==> src/design/sbpg_pkg.sv <==
package sbpg_pkg;

	localparam int unsigned BAG_SIZE_DEF = 7;
	localparam int unsigned SEED_W = 32;
	localparam int unsigned PIECE_W = 3;
	localparam int unsigned CMD_W = 2;

	localparam logic [SEED_W-1:0] LCG_MUL = 32'd1664525;
	localparam logic [SEED_W-1:0] LCG_ADD = 32'd1013904223;

	// remainder unit consumes this many seed bits per cycle
	localparam int unsigned MOD_CHUNK_W = 8;
	localparam int unsigned NUM_CHUNKS = SEED_W / MOD_CHUNK_W;
	localparam int unsigned CHUNK_CNT_W = $clog2(NUM_CHUNKS);

	localparam logic [CMD_W-1:0] CMD_DRAW = 2'd0;
	localparam logic [CMD_W-1:0] CMD_SET_SEED = 2'd1;
	localparam logic [CMD_W-1:0] CMD_RESTART = 2'd2;

	typedef struct packed {
		logic load_seed;
		logic fill_start;
		logic fill_write;
		logic seed_step;
		logic mod_step;
		logic swap_read;
		logic swap_wr_a;
		logic swap_wr_b;
		logic draw_read;
		logic draw_out;
	} sbpg_cmd_t;

	typedef struct packed {
		logic bag_empty;
		logic fill_last;
		logic mod_last;
		logic shuffle_last;
	} sbpg_stat_t;

endpackage

==> src/design/shuffled_bag_piece_generator_core.sv <==
// Shuffled bag generator: keeps an LCG seed and a bag of BAG_SIZE symbols.
// A word is taken when start is high while busy is low; set seed finishes
// in that cycle. A draw from a bag that still holds symbols passes through a
// read state and an output state, and its piece appears with done, high for
// one cycle, as busy falls; the receiver cannot stall, so piece must be captured on the done cycle.
// A draw that finds the bag empty, and a restart, first refill the bag
// and shuffle it with (BAG_SIZE-1) steps, each made of one seed update
// through the multiplier, the remainder unit at 8 seed bits per cycle over
// the whole seed, and a read and two writes, the writes on the single write
// port of the bag memory. Command code 3 is taken and ignored.
module shuffled_bag_piece_generator_core #(
	parameter int unsigned BAG_SIZE = sbpg_pkg::BAG_SIZE_DEF
) (
	input  logic                          clk,
	input  logic                          arst_n,
	input  logic                          start,
	output logic                          busy,
	input  logic [sbpg_pkg::CMD_W-1:0]    command,
	input  logic [sbpg_pkg::SEED_W-1:0]   seed_value,
	output logic [sbpg_pkg::PIECE_W-1:0]  piece,
	output logic                          done
);
	import sbpg_pkg::*;

	sbpg_cmd_t  cmd;
	sbpg_stat_t stat;

	sbpg_ctrl u_ctrl (
		.clk     (clk),
		.arst_n  (arst_n),
		.start   (start),
		.command (command),
		.busy    (busy),
		.cmd     (cmd),
		.stat    (stat)
	);

	sbpg_dp #(
		.BAG_SIZE (BAG_SIZE)
	) u_dp (
		.clk        (clk),
		.arst_n     (arst_n),
		.cmd        (cmd),
		.stat       (stat),
		.seed_value (seed_value),
		.piece      (piece),
		.done       (done)
	);

endmodule

==> src/design/sbpg_dp.sv <==
module sbpg_dp #(
	parameter int unsigned BAG_SIZE = sbpg_pkg::BAG_SIZE_DEF
) (
	input  logic                          clk,
	input  logic                          arst_n,
	input  sbpg_pkg::sbpg_cmd_t           cmd,
	output sbpg_pkg::sbpg_stat_t          stat,
	input  logic [sbpg_pkg::SEED_W-1:0]   seed_value,
	output logic [sbpg_pkg::PIECE_W-1:0]  piece,
	output logic                          done
);
	import sbpg_pkg::*;

	localparam int unsigned IW = $clog2(BAG_SIZE);
	localparam int unsigned PW = $clog2(BAG_SIZE + 1);

	logic [SEED_W-1:0]      seed_q;
	logic [SEED_W-1:0]      next_seed;
	logic [SEED_W-1:0]      mod_sh_q;
	logic [CHUNK_CNT_W-1:0] chunk_q;
	logic [IW-1:0]          rem_q;
	logic [IW-1:0]          rem_nxt;
	logic [IW:0]            modulus;
	logic [IW-1:0]          idx_q;
	logic [PW-1:0]          pos_q;
	logic [IW-1:0]          addr_a;
	logic [IW-1:0]          rd_a_q;
	logic [IW-1:0]          rd_b_q;
	logic [IW-1:0]          bag_mem [BAG_SIZE];
	logic [PIECE_W-1:0]     piece_q;
	logic                   done_q;

	assign next_seed = seed_q * LCG_MUL + LCG_ADD;
	assign modulus = (IW+1)'(idx_q) + (IW+1)'(1);
	assign addr_a = cmd.draw_read ? pos_q[IW-1:0] : idx_q;

	assign stat.bag_empty = (pos_q >= PW'(BAG_SIZE));
	assign stat.fill_last = (idx_q == IW'(BAG_SIZE - 1));
	assign stat.mod_last = (chunk_q == CHUNK_CNT_W'(NUM_CHUNKS - 1));
	assign stat.shuffle_last = (idx_q == IW'(1));

	// restoring remainder, msb first, one chunk of seed bits per cycle
	always_comb begin
		logic [IW:0]   t;
		logic [IW-1:0] r;
		r = rem_q;
		for (int b = 0; b < MOD_CHUNK_W; b++) begin
			t = {r, mod_sh_q[SEED_W-1-b]};
			if (t >= modulus) begin
				t = t - modulus;
			end
			r = t[IW-1:0];
		end
		rem_nxt = r;
	end

	always_ff @(posedge clk or negedge arst_n) begin
		if (!arst_n) begin
			seed_q <= '0;
			pos_q <= PW'(BAG_SIZE);
			done_q <= 1'b0;
		end else begin
			if (cmd.load_seed) begin
				seed_q <= seed_value;
			end else if (cmd.seed_step) begin
				seed_q <= next_seed;
			end
			if (cmd.fill_start) begin
				pos_q <= '0;
			end else if (cmd.draw_read) begin
				pos_q <= pos_q + PW'(1);
			end
			done_q <= cmd.draw_out;
		end
	end

	always_ff @(posedge clk) begin
		if (cmd.fill_start) begin
			idx_q <= '0;
		end else if (cmd.fill_write && !stat.fill_last) begin
			idx_q <= idx_q + IW'(1);
		end else if (cmd.swap_wr_b) begin
			idx_q <= idx_q - IW'(1);
		end
		if (cmd.seed_step) begin
			mod_sh_q <= next_seed;
			rem_q <= '0;
			chunk_q <= '0;
		end else if (cmd.mod_step) begin
			mod_sh_q <= mod_sh_q << MOD_CHUNK_W;
			rem_q <= rem_nxt;
			chunk_q <= chunk_q + CHUNK_CNT_W'(1);
		end
		if (cmd.draw_out) begin
			piece_q <= PIECE_W'(rd_a_q);
		end
	end

	// bag storage, one write port and two registered read ports
	always_ff @(posedge clk) begin
		if (cmd.fill_write) begin
			bag_mem[idx_q] <= idx_q;
		end else if (cmd.swap_wr_a) begin
			bag_mem[idx_q] <= rd_b_q;
		end else if (cmd.swap_wr_b) begin
			bag_mem[rem_q] <= rd_a_q;
		end
		if (cmd.swap_read || cmd.draw_read) begin
			rd_a_q <= bag_mem[addr_a];
		end
		if (cmd.swap_read) begin
			rd_b_q <= bag_mem[rem_q];
		end
	end

	assign piece = piece_q;
	assign done = done_q;

	a_done_pulse: assert property (@(posedge clk) disable iff (!arst_n)
		done_q |=> !done_q)
		else $error("result strobe held longer than one cycle");

	a_pos_range: assert property (@(posedge clk) disable iff (!arst_n)
		pos_q <= PW'(BAG_SIZE))
		else $error("draw position beyond bag");

	a_draw_nonempty: assert property (@(posedge clk) disable iff (!arst_n)
		cmd.draw_read |-> !stat.bag_empty)
		else $error("draw read from empty bag");

	a_rem_range: assert property (@(posedge clk) disable iff (!arst_n)
		cmd.swap_read |-> (rem_q <= idx_q))
		else $error("swap index not below modulus");

endmodule

==> src/design/sbpg_ctrl.sv <==
module sbpg_ctrl (
	input  logic                        clk,
	input  logic                        arst_n,
	input  logic                        start,
	input  logic [sbpg_pkg::CMD_W-1:0]  command,
	output logic                        busy,
	output sbpg_pkg::sbpg_cmd_t         cmd,
	input  sbpg_pkg::sbpg_stat_t        stat
);
	import sbpg_pkg::*;

	typedef enum logic [3:0] {
		ST_IDLE,
		ST_FILL,
		ST_SEED,
		ST_MOD,
		ST_SW_RD,
		ST_SW_WA,
		ST_SW_WB,
		ST_DRAW_RD,
		ST_DRAW_OUT
	} state_t;

	state_t state_q;
	logic   draw_pending_q;
	logic   accept;

	assign busy = (state_q != ST_IDLE);
	assign accept = start && (state_q == ST_IDLE);

	always_comb begin
		cmd = '0;
		unique case (state_q)
			ST_IDLE: begin
				if (accept) begin
					cmd.load_seed = (command == CMD_SET_SEED) || (command == CMD_RESTART);
					cmd.fill_start = (command == CMD_RESTART) ||
						((command == CMD_DRAW) && stat.bag_empty);
				end
			end
			ST_FILL:     cmd.fill_write = 1'b1;
			ST_SEED:     cmd.seed_step = 1'b1;
			ST_MOD:      cmd.mod_step = 1'b1;
			ST_SW_RD:    cmd.swap_read = 1'b1;
			ST_SW_WA:    cmd.swap_wr_a = 1'b1;
			ST_SW_WB:    cmd.swap_wr_b = 1'b1;
			ST_DRAW_RD:  cmd.draw_read = 1'b1;
			ST_DRAW_OUT: cmd.draw_out = 1'b1;
			default: cmd = '0;
		endcase
	end

	always_ff @(posedge clk or negedge arst_n) begin
		if (!arst_n) begin
			state_q <= ST_IDLE;
			draw_pending_q <= 1'b0;
		end else begin
			unique case (state_q)
				ST_IDLE: begin
					if (accept) begin
						if (command == CMD_RESTART) begin
							draw_pending_q <= 1'b0;
							state_q <= ST_FILL;
						end else if (command == CMD_DRAW) begin
							draw_pending_q <= 1'b1;
							state_q <= stat.bag_empty ? ST_FILL : ST_DRAW_RD;
						end
					end
				end
				ST_FILL: begin
					if (stat.fill_last) begin
						state_q <= ST_SEED;
					end
				end
				ST_SEED: state_q <= ST_MOD;
				ST_MOD: begin
					if (stat.mod_last) begin
						state_q <= ST_SW_RD;
					end
				end
				ST_SW_RD: state_q <= ST_SW_WA;
				ST_SW_WA: state_q <= ST_SW_WB;
				ST_SW_WB: begin
					if (!stat.shuffle_last) begin
						state_q <= ST_SEED;
					end else if (draw_pending_q) begin
						state_q <= ST_DRAW_RD;
					end else begin
						state_q <= ST_IDLE;
					end
				end
				ST_DRAW_RD: state_q <= ST_DRAW_OUT;
				ST_DRAW_OUT: state_q <= ST_IDLE;
				default: state_q <= ST_IDLE;
			endcase
		end
	end

endmodule

==> config.mk <==
export PLATFORM = sky130hd
export DESIGN_NAME = shuffled_bag_piece_generator_core
export DESIGN_NICKNAME = d
export VERILOG_FILES = /design/src/design/sbpg_pkg.sv /design/src/design/shuffled_bag_piece_generator_core.sv /design/src/design/sbpg_dp.sv /design/src/design/sbpg_ctrl.sv
export SDC_FILE = /design/constraint.sdc
export NUM_CORES = 1
export LEC_CHECK = 0
export ABC_AREA = 1
export BUFFER_PORTS_ARGS = -buffer_cell sky130_fd_sc_hd__clkbuf_2
export CAP_MARGIN = 10
export CORE_ASPECT_RATIO = 0.7
export CORE_MARGIN = 1
export CORE_UTILIZATION = 35
export CTS_CLUSTER_DIAMETER = 150
export DETAILED_ROUTE_END_ITERATION = 12
export PLACE_DENSITY_LB_ADDON = 0.08
export SLEW_MARGIN = 20
export SYNTH_ARGS = -nofsm -noshare
export SYNTH_HDL_FRONTEND = slang
export SYNTH_SLANG_ARGS = --single-unit
==> constraint.sdc <==
create_clock -name clk -period 16.4 [get_ports clk]
set_input_delay 0.82 -clock clk [delete_from_list [all_inputs] [get_ports clk]]
set_output_delay 0.82 -clock clk [all_outputs]
set_load 0.01 [all_outputs]
### Word level (Yosys, flattened, before mapping)

Memory sizes are Yosys's and may differ from the RTL's. A register that Yosys moved wholly into a read port is not among the register bits.
Index checks and enable logic that the tools add are counted.

| word-level totals | value |
|---|---|
| register bits after elaboration | 84 |
| bits in latches | 0 |
| bits in writable memories | 21 |
| ROM bits | 0 |
| input bits | 37 |
| output and inout bits | 5 |
| logic and storage cells | 122 |
| memories kept | 1 |

| cells by class | value |
|---|---|
| add/sub/neg operators | 14 |
| multiply operators | 1 |
| divide/modulo/power cells | 0 |
| order comparisons | 9 |
| equal/unequal tests | 17 |
| shifts and indexed selects | 0 |
| muxes and demuxes | 51 |
| bitwise gates (word level) | 1 |
| reduce and logical (&&, ||, !) cells | 18 |

Memories:

| memory | words | width | read ports | clocked after Yosys merged registers in | write ports | RTL line | RTL |
|---|---|---|---|---|---|---|---|
| u_dp.bag_mem | 7 | 3 | 2 | 2 | 1 | sbpg_dp.sv:29 | `logic [IW-1:0] bag_mem [BAG_SIZE];` |

Operators by type and width:

| cell | count |
|---|---|
| two-way mux 32 bit | 4 |
| two-way mux 3 bit | 18 |
| adder 32 x 30 -> 32 bit (second input constant) | 1 |
| greater-or-equal comparator 4 bit | 8 |
| multiplier 32 x 21 -> 32 bit (second input constant) | 1 |
| case mux 4 bit (8 select lines) | 1 |
| two-way mux 4 bit | 6 |
| subtractor 3 bit | 8 |
| two-way mux 1 bit | 20 |
| equality test 4 x 3 -> 1 bit (second input constant) | 4 |
| nonzero test 2 bit | 5 |
| equality test 4 x 2 -> 1 bit (second input constant) | 2 |
| adder 3 x 1 -> 3 bit (second input constant) | 2 |
| adder 3 x 1 -> 4 bit (second input constant) | 1 |
| equality test 2 bit (second input constant) | 2 |
| equality test 4 x 1 -> 1 bit (second input constant) | 1 |
| equality test 4 bit (second input constant) | 1 |
| zero test 4 bit | 1 |
| two-way mux 2 bit | 2 |
| != test 2 x 1 -> 1 bit (second input constant) | 2 |
| AND reduction 4 bit | 1 |
| nonzero test 4 bit | 1 |
| equality test 3 x 1 -> 1 bit (second input constant) | 1 |
| equality test 3 bit (second input constant) | 1 |
| 13 further kinds | 17 |

### Depth between registers and ports, before layout

Gate-level depths: netlist (run 1).

| logic depth | value |
|---|---|
| depth after elaboration | 17 |
| mapped depth | 64 |
| gate-level depth less buffers | 64 |

### By module

Synthesis (run 1) repeated with hierarchy kept, for this count alone.

| second synthesis, totals | value |
|---|---|
| cell total of the unflattened synthesis | 1430 |
| area total of the unflattened synthesis | 13073.8 µm² |

By module, submodules not included:

| module | times used | cells an instance | area each (µm²) | sequential area each (µm²) |
|---|---|---|---|---|
| sbpg_dp | 1 | 1354 | 12603.3 | 2926.6 |
| sbpg_ctrl | 1 | 76 | 470.5 | 125.1 |

### Worst setup path after synthesis (run 1)

OpenSTA, ideal clock, no wires.

| timing | value |
|---|---|
| path kind | flip-flop to flip-flop |
| from | register u_dp.idx_q[0] |
| to | register u_dp.rem_q[1] |
| setup time | 114 ps |
| data arrival time | 9634 ps |
| required time | 16286 ps |
| slack | 6652 ps |
| cell stages (with the launch flop) | 61 |
| buffers on the path | 0 |
| clock period less this slack | 9748 ps |
| path through | dfxtp_1 > inv_1 > ha_1 > inv_1 > ha_1 > nand2_1 > a21boi_1 > nand3_4 > nand2_4 > nor2_1 > a21oi_1 > ha_1 > a21oi_1 > nor2_1 > nand3_4 > nand2_4 > nand2_1 > nand2_1 > [... 25 more ...] > inv_1 > o21a_1 > fa_1 > a21oi_1 > nor2_1 > nand3_2 > nand2_4 > nand2_1 > o21ai_1 > fa_1 > inv_1 > a21oi_1 > nor2_1 > nand3_4 > nand2_2 > nand2_1 > nand3_1 > nand2_1 |

| on the way | value |
|---|---|
| cells in the longest elaborated chain, start to end | 17 |
| elaborated cells between the ends (all ways) | 25 |
| classes of those cells | 9 x add/sub; 8 x order compare; 8 x mux |

Ends and longest elaborated chain:

| item | RTL line | RTL |
|---|---|---|
| start: declaration | sbpg_dp.sv:24 | `logic [IW-1:0] idx_q;` |
| start signal: assignment | sbpg_dp.sv:81 | `idx_q <= idx_q + IW'(1);` |
| start signal: assignment | sbpg_dp.sv:83 | `idx_q <= idx_q - IW'(1);` |
| adder 3 x 1 -> 4 bit * | sbpg_dp.sv:34 | `assign modulus = (IW+1)'(idx_q) + (IW+1)'(1);` |
| greater-or-equal comparator 4 bit or subtractor 3 bit (tied branches) | sbpg_dp.sv:49, sbpg_dp.sv:50 |  |
| two-way mux 3 bit | sbpg_dp.sv:49 | `if (t >= modulus) begin` |
| greater-or-equal comparator 4 bit or subtractor 3 bit (tied branches) | sbpg_dp.sv:49, sbpg_dp.sv:50 |  |
| two-way mux 3 bit | sbpg_dp.sv:49 |  |
| greater-or-equal comparator 4 bit or subtractor 3 bit (tied branches) | sbpg_dp.sv:49, sbpg_dp.sv:50 |  |
| two-way mux 3 bit | sbpg_dp.sv:49 |  |
| greater-or-equal comparator 4 bit or subtractor 3 bit (tied branches) | sbpg_dp.sv:49, sbpg_dp.sv:50 |  |
| two-way mux 3 bit | sbpg_dp.sv:49 |  |
| greater-or-equal comparator 4 bit or subtractor 3 bit (tied branches) | sbpg_dp.sv:49, sbpg_dp.sv:50 |  |
| two-way mux 3 bit | sbpg_dp.sv:49 |  |
| greater-or-equal comparator 4 bit or subtractor 3 bit (tied branches) | sbpg_dp.sv:49, sbpg_dp.sv:50 |  |
| two-way mux 3 bit | sbpg_dp.sv:49 |  |
| greater-or-equal comparator 4 bit or subtractor 3 bit (tied branches) | sbpg_dp.sv:49, sbpg_dp.sv:50 |  |
| two-way mux 3 bit | sbpg_dp.sv:49 |  |
| greater-or-equal comparator 4 bit or subtractor 3 bit (tied branches) | sbpg_dp.sv:49, sbpg_dp.sv:50 |  |
| two-way mux 3 bit * | sbpg_dp.sv:49 |  |
| end signal: assignment | sbpg_dp.sv:91 | `rem_q <= rem_nxt;` |
| end: declaration | sbpg_dp.sv:21 | `logic [IW-1:0] rem_q;` |

Every way passes the cells marked *; elsewhere a longest branch is shown, timed or not.
A chain may end at the register's enable or synchronous reset.

### Worst setup path after layout (run 1)

| timing | value |
|---|---|
| from | register u_dp.idx_q[0] |
| to | register u_dp.rem_q[2] |

Same word-level chain as after synthesis.

==> results of run 1 <==
-- metal layers --
metal  vias up  track usage, %
met4         0            2.36
met1      4431            34.0
met5         -               0
li1       4555               -
met3        12            4.94
met2       150            27.3
-- registers in the layout (all words and copies together), names as in the netlist --
name	cells
u_dp.mod_sh_q	32
u_dp.seed_q	32
u_dp.bag_mem	21
u_ctrl.state_q	4
u_dp.idx_q	3
u_dp.piece	3
u_dp.pos_q	3
u_dp.rd_a_q	3
u_dp.rd_b_q	3
u_dp.rem_q	3
u_dp.chunk_q	2
u_ctrl.draw_pending_q	1
u_dp.done	1
-- kinds of logic after synthesis --
group	count (synthesis)
multiplexers	5
AO/OA/AOI/OAI	199
flip-flops	111
AND/OR/NAND/NOR	370
buffers and inverters	330
adder cells (fa/ha/maj)	340
XOR/XNOR	39
-- worst reg2reg max path: cells and delay by family, from the launching register on --
kind / cells / cell delay, ps
simple gates: 27 / 2390
buf+inv: 7 / 1050
fa+ha+maj: 9 / 3550
mux: 1 / 340
compound gates: 15 / 3060
flops: 1 / 460
-- final cells by class --
class	instances	area (µm²)	area share (%)
flip-flops and latches	111	3050	21.8
multi-input cells	953	8630	61.7
clock buffers	9	225	1.61
repair buffers	45	235	1.68
inverters	310	1160	8.32
well taps	480	601	4.29
clock inverters	7	83.8	0.599
-- synth_stat cells (all sizes together), types with 17 or more instances --
| cell type | n |
|---|---|
| a21oi | 62 |
| nand2 | 202 |
| clkbuf | 17 |
| o21ai | 86 |
| ha | 193 |
| nand3 | 81 |
| inv | 308 |
| edfxtp | 62 |
| xnor2 | 23 |
| nor2 | 67 |
| fa | 147 |
| dfrtp | 38 |
-- final timing paths --
check | startpoint | end | cells after the start
max in group asynchronous | arst_n | u_dp.seed_q[21]$_DFFE_PN0P_ | 2
worst min register to register | u_dp.rd_a_q[0]$_DFFE_PP_ | u_dp.piece[0]$_DFFE_PP_ | 0
worst max-delay path | u_dp.idx_q[0]$_SDFFE_PP0P_ | u_dp.rem_q[2]$_SDFFE_PP0P_ | 59
worst min-delay path | u_dp.rd_a_q[0]$_DFFE_PP_ | u_dp.piece[0]$_DFFE_PP_ | 0
min in group asynchronous | arst_n | u_ctrl.state_q[0]$_DFFE_PN0P_ | 2
worst max register to register | u_dp.idx_q[0]$_SDFFE_PP0P_ | u_dp.rem_q[2]$_SDFFE_PP0P_ | 59
-- through the flow --
stage	setup slack (ps)	std cells
floorplan	6650	1394
global placement	5840	1899
detailed placement	5400	1899
CTS	5350	1915
global route	4350	1915
finish	5430	1915
==> metrics.cfg, run 1 <==
[synthesis]
yosys.area_share.simple_pct = 13.5
synth_top_area_share_pct = 22.8
synth_nets = 1771
syn_inst = 1394
synth_compound_area_share_pct = 8.70
synth-edff-count = 62
async_flop_share_pct = 36.9
synth_top_family_by_area = adder cells
ys_warn_count = 0
netlist_top_cells_area = fa_1 (23%), ha_1 (19%), edfxtp_1 (14%), inv_1 (8.4%), dfrtp_1 (7.4%)
synth_adder_area_share_pct = 41.5
syn-cell-area_um2 = 12900
synthXorXnorAreaFrac_pct = 2.65
synth_top_cell_by_area = fa_1
ys_ff_latch = 111
muxShareOfSynthArea_pct = 0.397
synth_ff_type = edfxtp_1
ys_seq_area_share_pct = 23.6
synth.distinct_cells = 48
avgSynthCellArea_um2 = 9.26

[floorplan]
die_area_um2 = 37700
initial_core_util_pct = 35.7
core_um2 = 36100
chipHeight_um = 163
io_pins = 42
die_w_um = 232
rows = 58

[place]
placed_area_um2 = 13700
hpwl_um = 31500
gp_routability_congestion = 0.909
io_buffers = 41

[route]
num_vias = 9148
drc = 0
firstDrtPassIters = 5
wl_met1_um = 20900
wl_per_cell_um = 19.1
dr_wl_met2_um = 13500
top_layer_used = met4
antenna_left = 0
drt_iter0_drc = 554
vias_per_cell = 4.78
route.met3.wl_um = 2010
wl_um = 36600

[layout]
nFillCells = 3673
nets = 1807
area_growth_pct = 8.37
final_util_pct = 38.7
drive_gt1_share_pct = 9.06
final_cell_mix = inv_1 (290), ha_1 (193), nand2_1 (179)
final_common_cell = inv_1
fin_area_um2 = 14000
diodes = 0

[critical_path]
ff2ff_setup_slack_ps = 5430
crit_fanout = 15
start_kind = flop
cp.arrival_ps = 11230
max_stage_delay_ps = 490
criticalPathCategory = flop to flop
cpLargestDelayFamily = adder cells
cp-end-kind = flop
crit_required_ps = 16660
path_common_cell = nand2_1
slowest_stage = ha_1
path_buf_inv = 7

[sta]
drv_slew = 0
setup_viol = 0
rsz0062_at_grt = no
fin_setup_tns_ps = 0
clock_skew_ps = 16.8
slew_headroom_pct = 28.8
hold_ws_ps = 464
fin_crit_ps = 10970
tightest_slew_ps = 1070
clock.fmax_mhz = 91.2
hold_viol_final = 0
period_share_pct = 66.9

[cts]
cts_htree_levels = 3
cts_buffer_depth = 2
cts_tree = built
cts-buffers-inserted = 9
cts.sinks = 111
cts_resized = 0
clock_latency_ps = 370
hold_buffers = 0
cts_root_buffer = clkbuf_16
cts_setup_buffers = 0
clk_pin_slew_ps = 80

[global_routing]
antenna_found_initial = 0
grt_pass1_wl_um = 57700
grt_use_total_pct = 20.7
grt_pass1_vias = 9586
grt-ovfl-total = 0
grt_max_degree = 60

[min_path]
hold_class = flop to flop

[flow_run]
drv_cap = 0

[run_status]
outcome = complete, no violations

Power of run 1 is not shown: default switching activity piles up to over one toggle a cycle in this logic, so the estimate is an artifact.
==> run 2: changes to the inputs <==
clock period = 11.5 ns   (was 16.4 ns; I/O delays follow)
==> run 2 against run 1 <==
Against the previous run:
- critical endpoint is now u_dp.rem_q[1]$_SDFFE_PP0P_
- maximum frequency rose by 4.6%
- worst setup slack worse by 4400 ps
- die area unchanged
- worst hold slack got worse by 140 ps
- largest cell class unchanged
==> metrics.cfg, run 2 (synthesis results as in run 1) <==
[cts]
cts-buffers-inserted = 9  ; unchanged
cts.sinks = 111  ; unchanged
cts_tree = built  ; unchanged
clock_latency_ps = 370  ; about the same
cts_root_buffer = clkbuf_16  ; unchanged
cts_htree_levels = 3  ; unchanged
cts_buffer_depth = 2  ; unchanged
clk_pin_slew_ps = 80  ; about the same
hold_buffers = 0  ; unchanged

[place]
gp_routability_congestion = 0.901  ; was 0.909
io_buffers = 41  ; unchanged
hpwl_um = 31700  ; was 31,500 µm

[sta]
tightest_slew_ps = 1080  ; was 1070 ps
rsz0062_at_grt = no  ; unchanged
period_share_pct = 91.2  ; was 66.9%
hold_viol_final = 0  ; unchanged
drv_slew = 0  ; unchanged
clock.fmax_mhz = 95.4  ; was 91.2 MHz
setup_viol = 0  ; unchanged
fin_crit_ps = 10490  ; was 10,970 ps
fin_setup_tns_ps = 0  ; unchanged
slew_headroom_pct = 28.0  ; was 28.8%
clock_skew_ps = 14.4  ; was 16.8 ps

[floorplan]
io_pins = 42  ; unchanged
die_area_um2 = 37700  ; unchanged
core_um2 = 36100  ; unchanged
die_w_um = 232  ; unchanged
chipHeight_um = 163  ; unchanged
rows = 58  ; unchanged
initial_core_util_pct = 35.7  ; unchanged

[global_routing]
grt_use_total_pct = 20.7  ; about the same
grt_pass1_vias = 9464  ; was 9,586
grt_max_degree = 60  ; unchanged
antenna_found_initial = 0  ; unchanged
grt-ovfl-total = 0  ; unchanged
grt_pass1_wl_um = 58000  ; was 57,700 µm

[route]
wl_um = 36900  ; was 36,600 µm
num_vias = 9182  ; was 9,148
wl_per_cell_um = 19.2  ; was 19.1 µm
drt_iter0_drc = 586  ; was 554
vias_per_cell = 4.79  ; was 4.78
firstDrtPassIters = 5  ; unchanged
antenna_left = 0  ; unchanged
drc = 0  ; unchanged

[layout]
reg_top3 = u_dp.mod_sh_q: 32 flops, u_dp.seed_q: 32 flops, u_dp.bag_mem: 21 flops  ; unchanged
final_util_pct = 38.8  ; was 38.7%
drive_gt1_share_pct = 9.32  ; was 9.06%
diodes = 0  ; unchanged
final_common_cell = inv_1  ; unchanged
seq_area_um2 = 3050  ; unchanged
nets = 1810  ; was 1,807
final_cell_mix = inv_1 (289), ha_1 (193), nand2_1 (179)  ; was inv_1 (290), ha_1 (193), nand2_1 (179)
area_growth_pct = 8.70  ; was 8.37%
nFillCells = 3745  ; was 3,673
multi_input_comb_area_um2 = 8630  ; unchanged

[critical_path]
crit_fanout = 8  ; was 15
cpLargestDelayFamily = adder cells  ; unchanged
criticalPathCategory = flop to flop  ; unchanged
r2r_start = u_dp.idx_q[0]$_SDFFE_PP0P_  ; unchanged
ff2ff_setup_slack_ps = 1010  ; was 5430 ps
cp-end-kind = flop  ; unchanged
max_stage_delay_ps = 520  ; was 490 ps
rr_worst_depth = 56  ; was 59
slowest_stage = dfxtp_1  ; was ha_1
rr_endpoint = u_dp.rem_q[1]$_SDFFE_PP0P_  ; was u_dp.rem_q[2]$_SDFFE_PP0P_
crit_required_ps = 11750  ; was 16,660 ps
path_buf_inv = 5  ; was 7
start_kind = flop  ; unchanged
cp.arrival_ps = 10740  ; was 11,230 ps

[min_path]
hold_class = primary input to async pin  ; was flop to flop

[run_status]
outcome = complete, no violations  ; unchanged

[flow_run]
drv_cap = 0  ; unchanged

run 2: changes by cell type in the layout (fill, tap and decap cells not counted):
cell / previous run / this run
inv_1: 290 / 289
bufinv_16: 0 / 1
clkinvlp_4: 0 / 1
buf_4: 4 / 7
inv_6: 3 / 1
inv_12: 1 / 0
inv_8: 0 / 1
clkinv_4: 1 / 2
run 2: worst register-to-register path, delay by kind of cell (launching register included):
family | cells | cell delay [ps]
AO/OA/AOI/OAI | 15 | 3090
buffers and inverters | 5 | 400
multiplexers | 1 | 350
flip-flops | 1 | 520
adder cells (fa/ha/maj) | 8 | 3140
AND/OR/NAND/NOR | 27 | 2900
run 2: worst max path at each step:
stage,from,end,slack (ps),cells after the start
3_3_place_gp,u_dp.idx_q[0]$_SDFFE_PP0P_,u_dp.rem_q[0]$_SDFFE_PP0P_,1270,57
6_report,u_dp.idx_q[0]$_SDFFE_PP0P_,u_dp.rem_q[1]$_SDFFE_PP0P_,1010,56
3_5_place_dp,u_dp.idx_q[0]$_SDFFE_PP0P_,u_dp.rem_q[1]$_SDFFE_PP0P_,940,57
5_1_grt,u_dp.idx_q[0]$_SDFFE_PP0P_,u_dp.rem_q[1]$_SDFFE_PP0P_,30,58
4_1_cts,u_dp.idx_q[0]$_SDFFE_PP0P_,u_dp.rem_q[1]$_SDFFE_PP0P_,910,57
2_1_floorplan,u_dp.idx_q[0]$_SDFFE_PP0P_,u_dp.rem_q[1]$_SDFFE_PP0P_,1750,60
run 2: cell type report:
| type | instances | area share, % |
|---|---|---|
| Timing Repair Buffer | 48 | 1.84 |
| Tap cell | 480 | 4.28 |
| Clock inverter | 7 | 0.713 |
| Inverter | 310 | 8.33 |
| Sequential cell | 111 | 21.7 |
| Multi-Input combinational cell | 953 | 61.5 |
| Clock buffer | 9 | 1.60 |
run 2: timing repair:
item | in CTS | in global routing
gates resized for setup | 0 | 1
setup buffers | 0 | 2
endpoints found under the setup margin | 0 | 3
run 2: metal layers:
layer  wire (µm)  global-route usage [%]  share of wire (%)  up-vias
met1       21200                    34.7                 58     4455
met2       13700                    27.5                 37      168
met5           0                       0                  0        -
met3        1790                    3.82                4.8       10
met4         127                    2.21               0.34        0
li1            -                       -                  -     4549
run 2: through the flow:
step | hold WS [ps] | instances | setup WS, ps | cell area [µm²]
floorplan | 279 | 1394 | 1750 | 12900
global placement | 447 | 1900 | 1270 | 13700
detailed placement | 449 | 1900 | 943 | 13700
CTS | 327 | 1916 | 908 | 14000
global route | 349 | 1918 | 33.8 | 14000
finish | 322 | 1918 | 1010 | 14000
Power of run 2 is left out for the same reason.
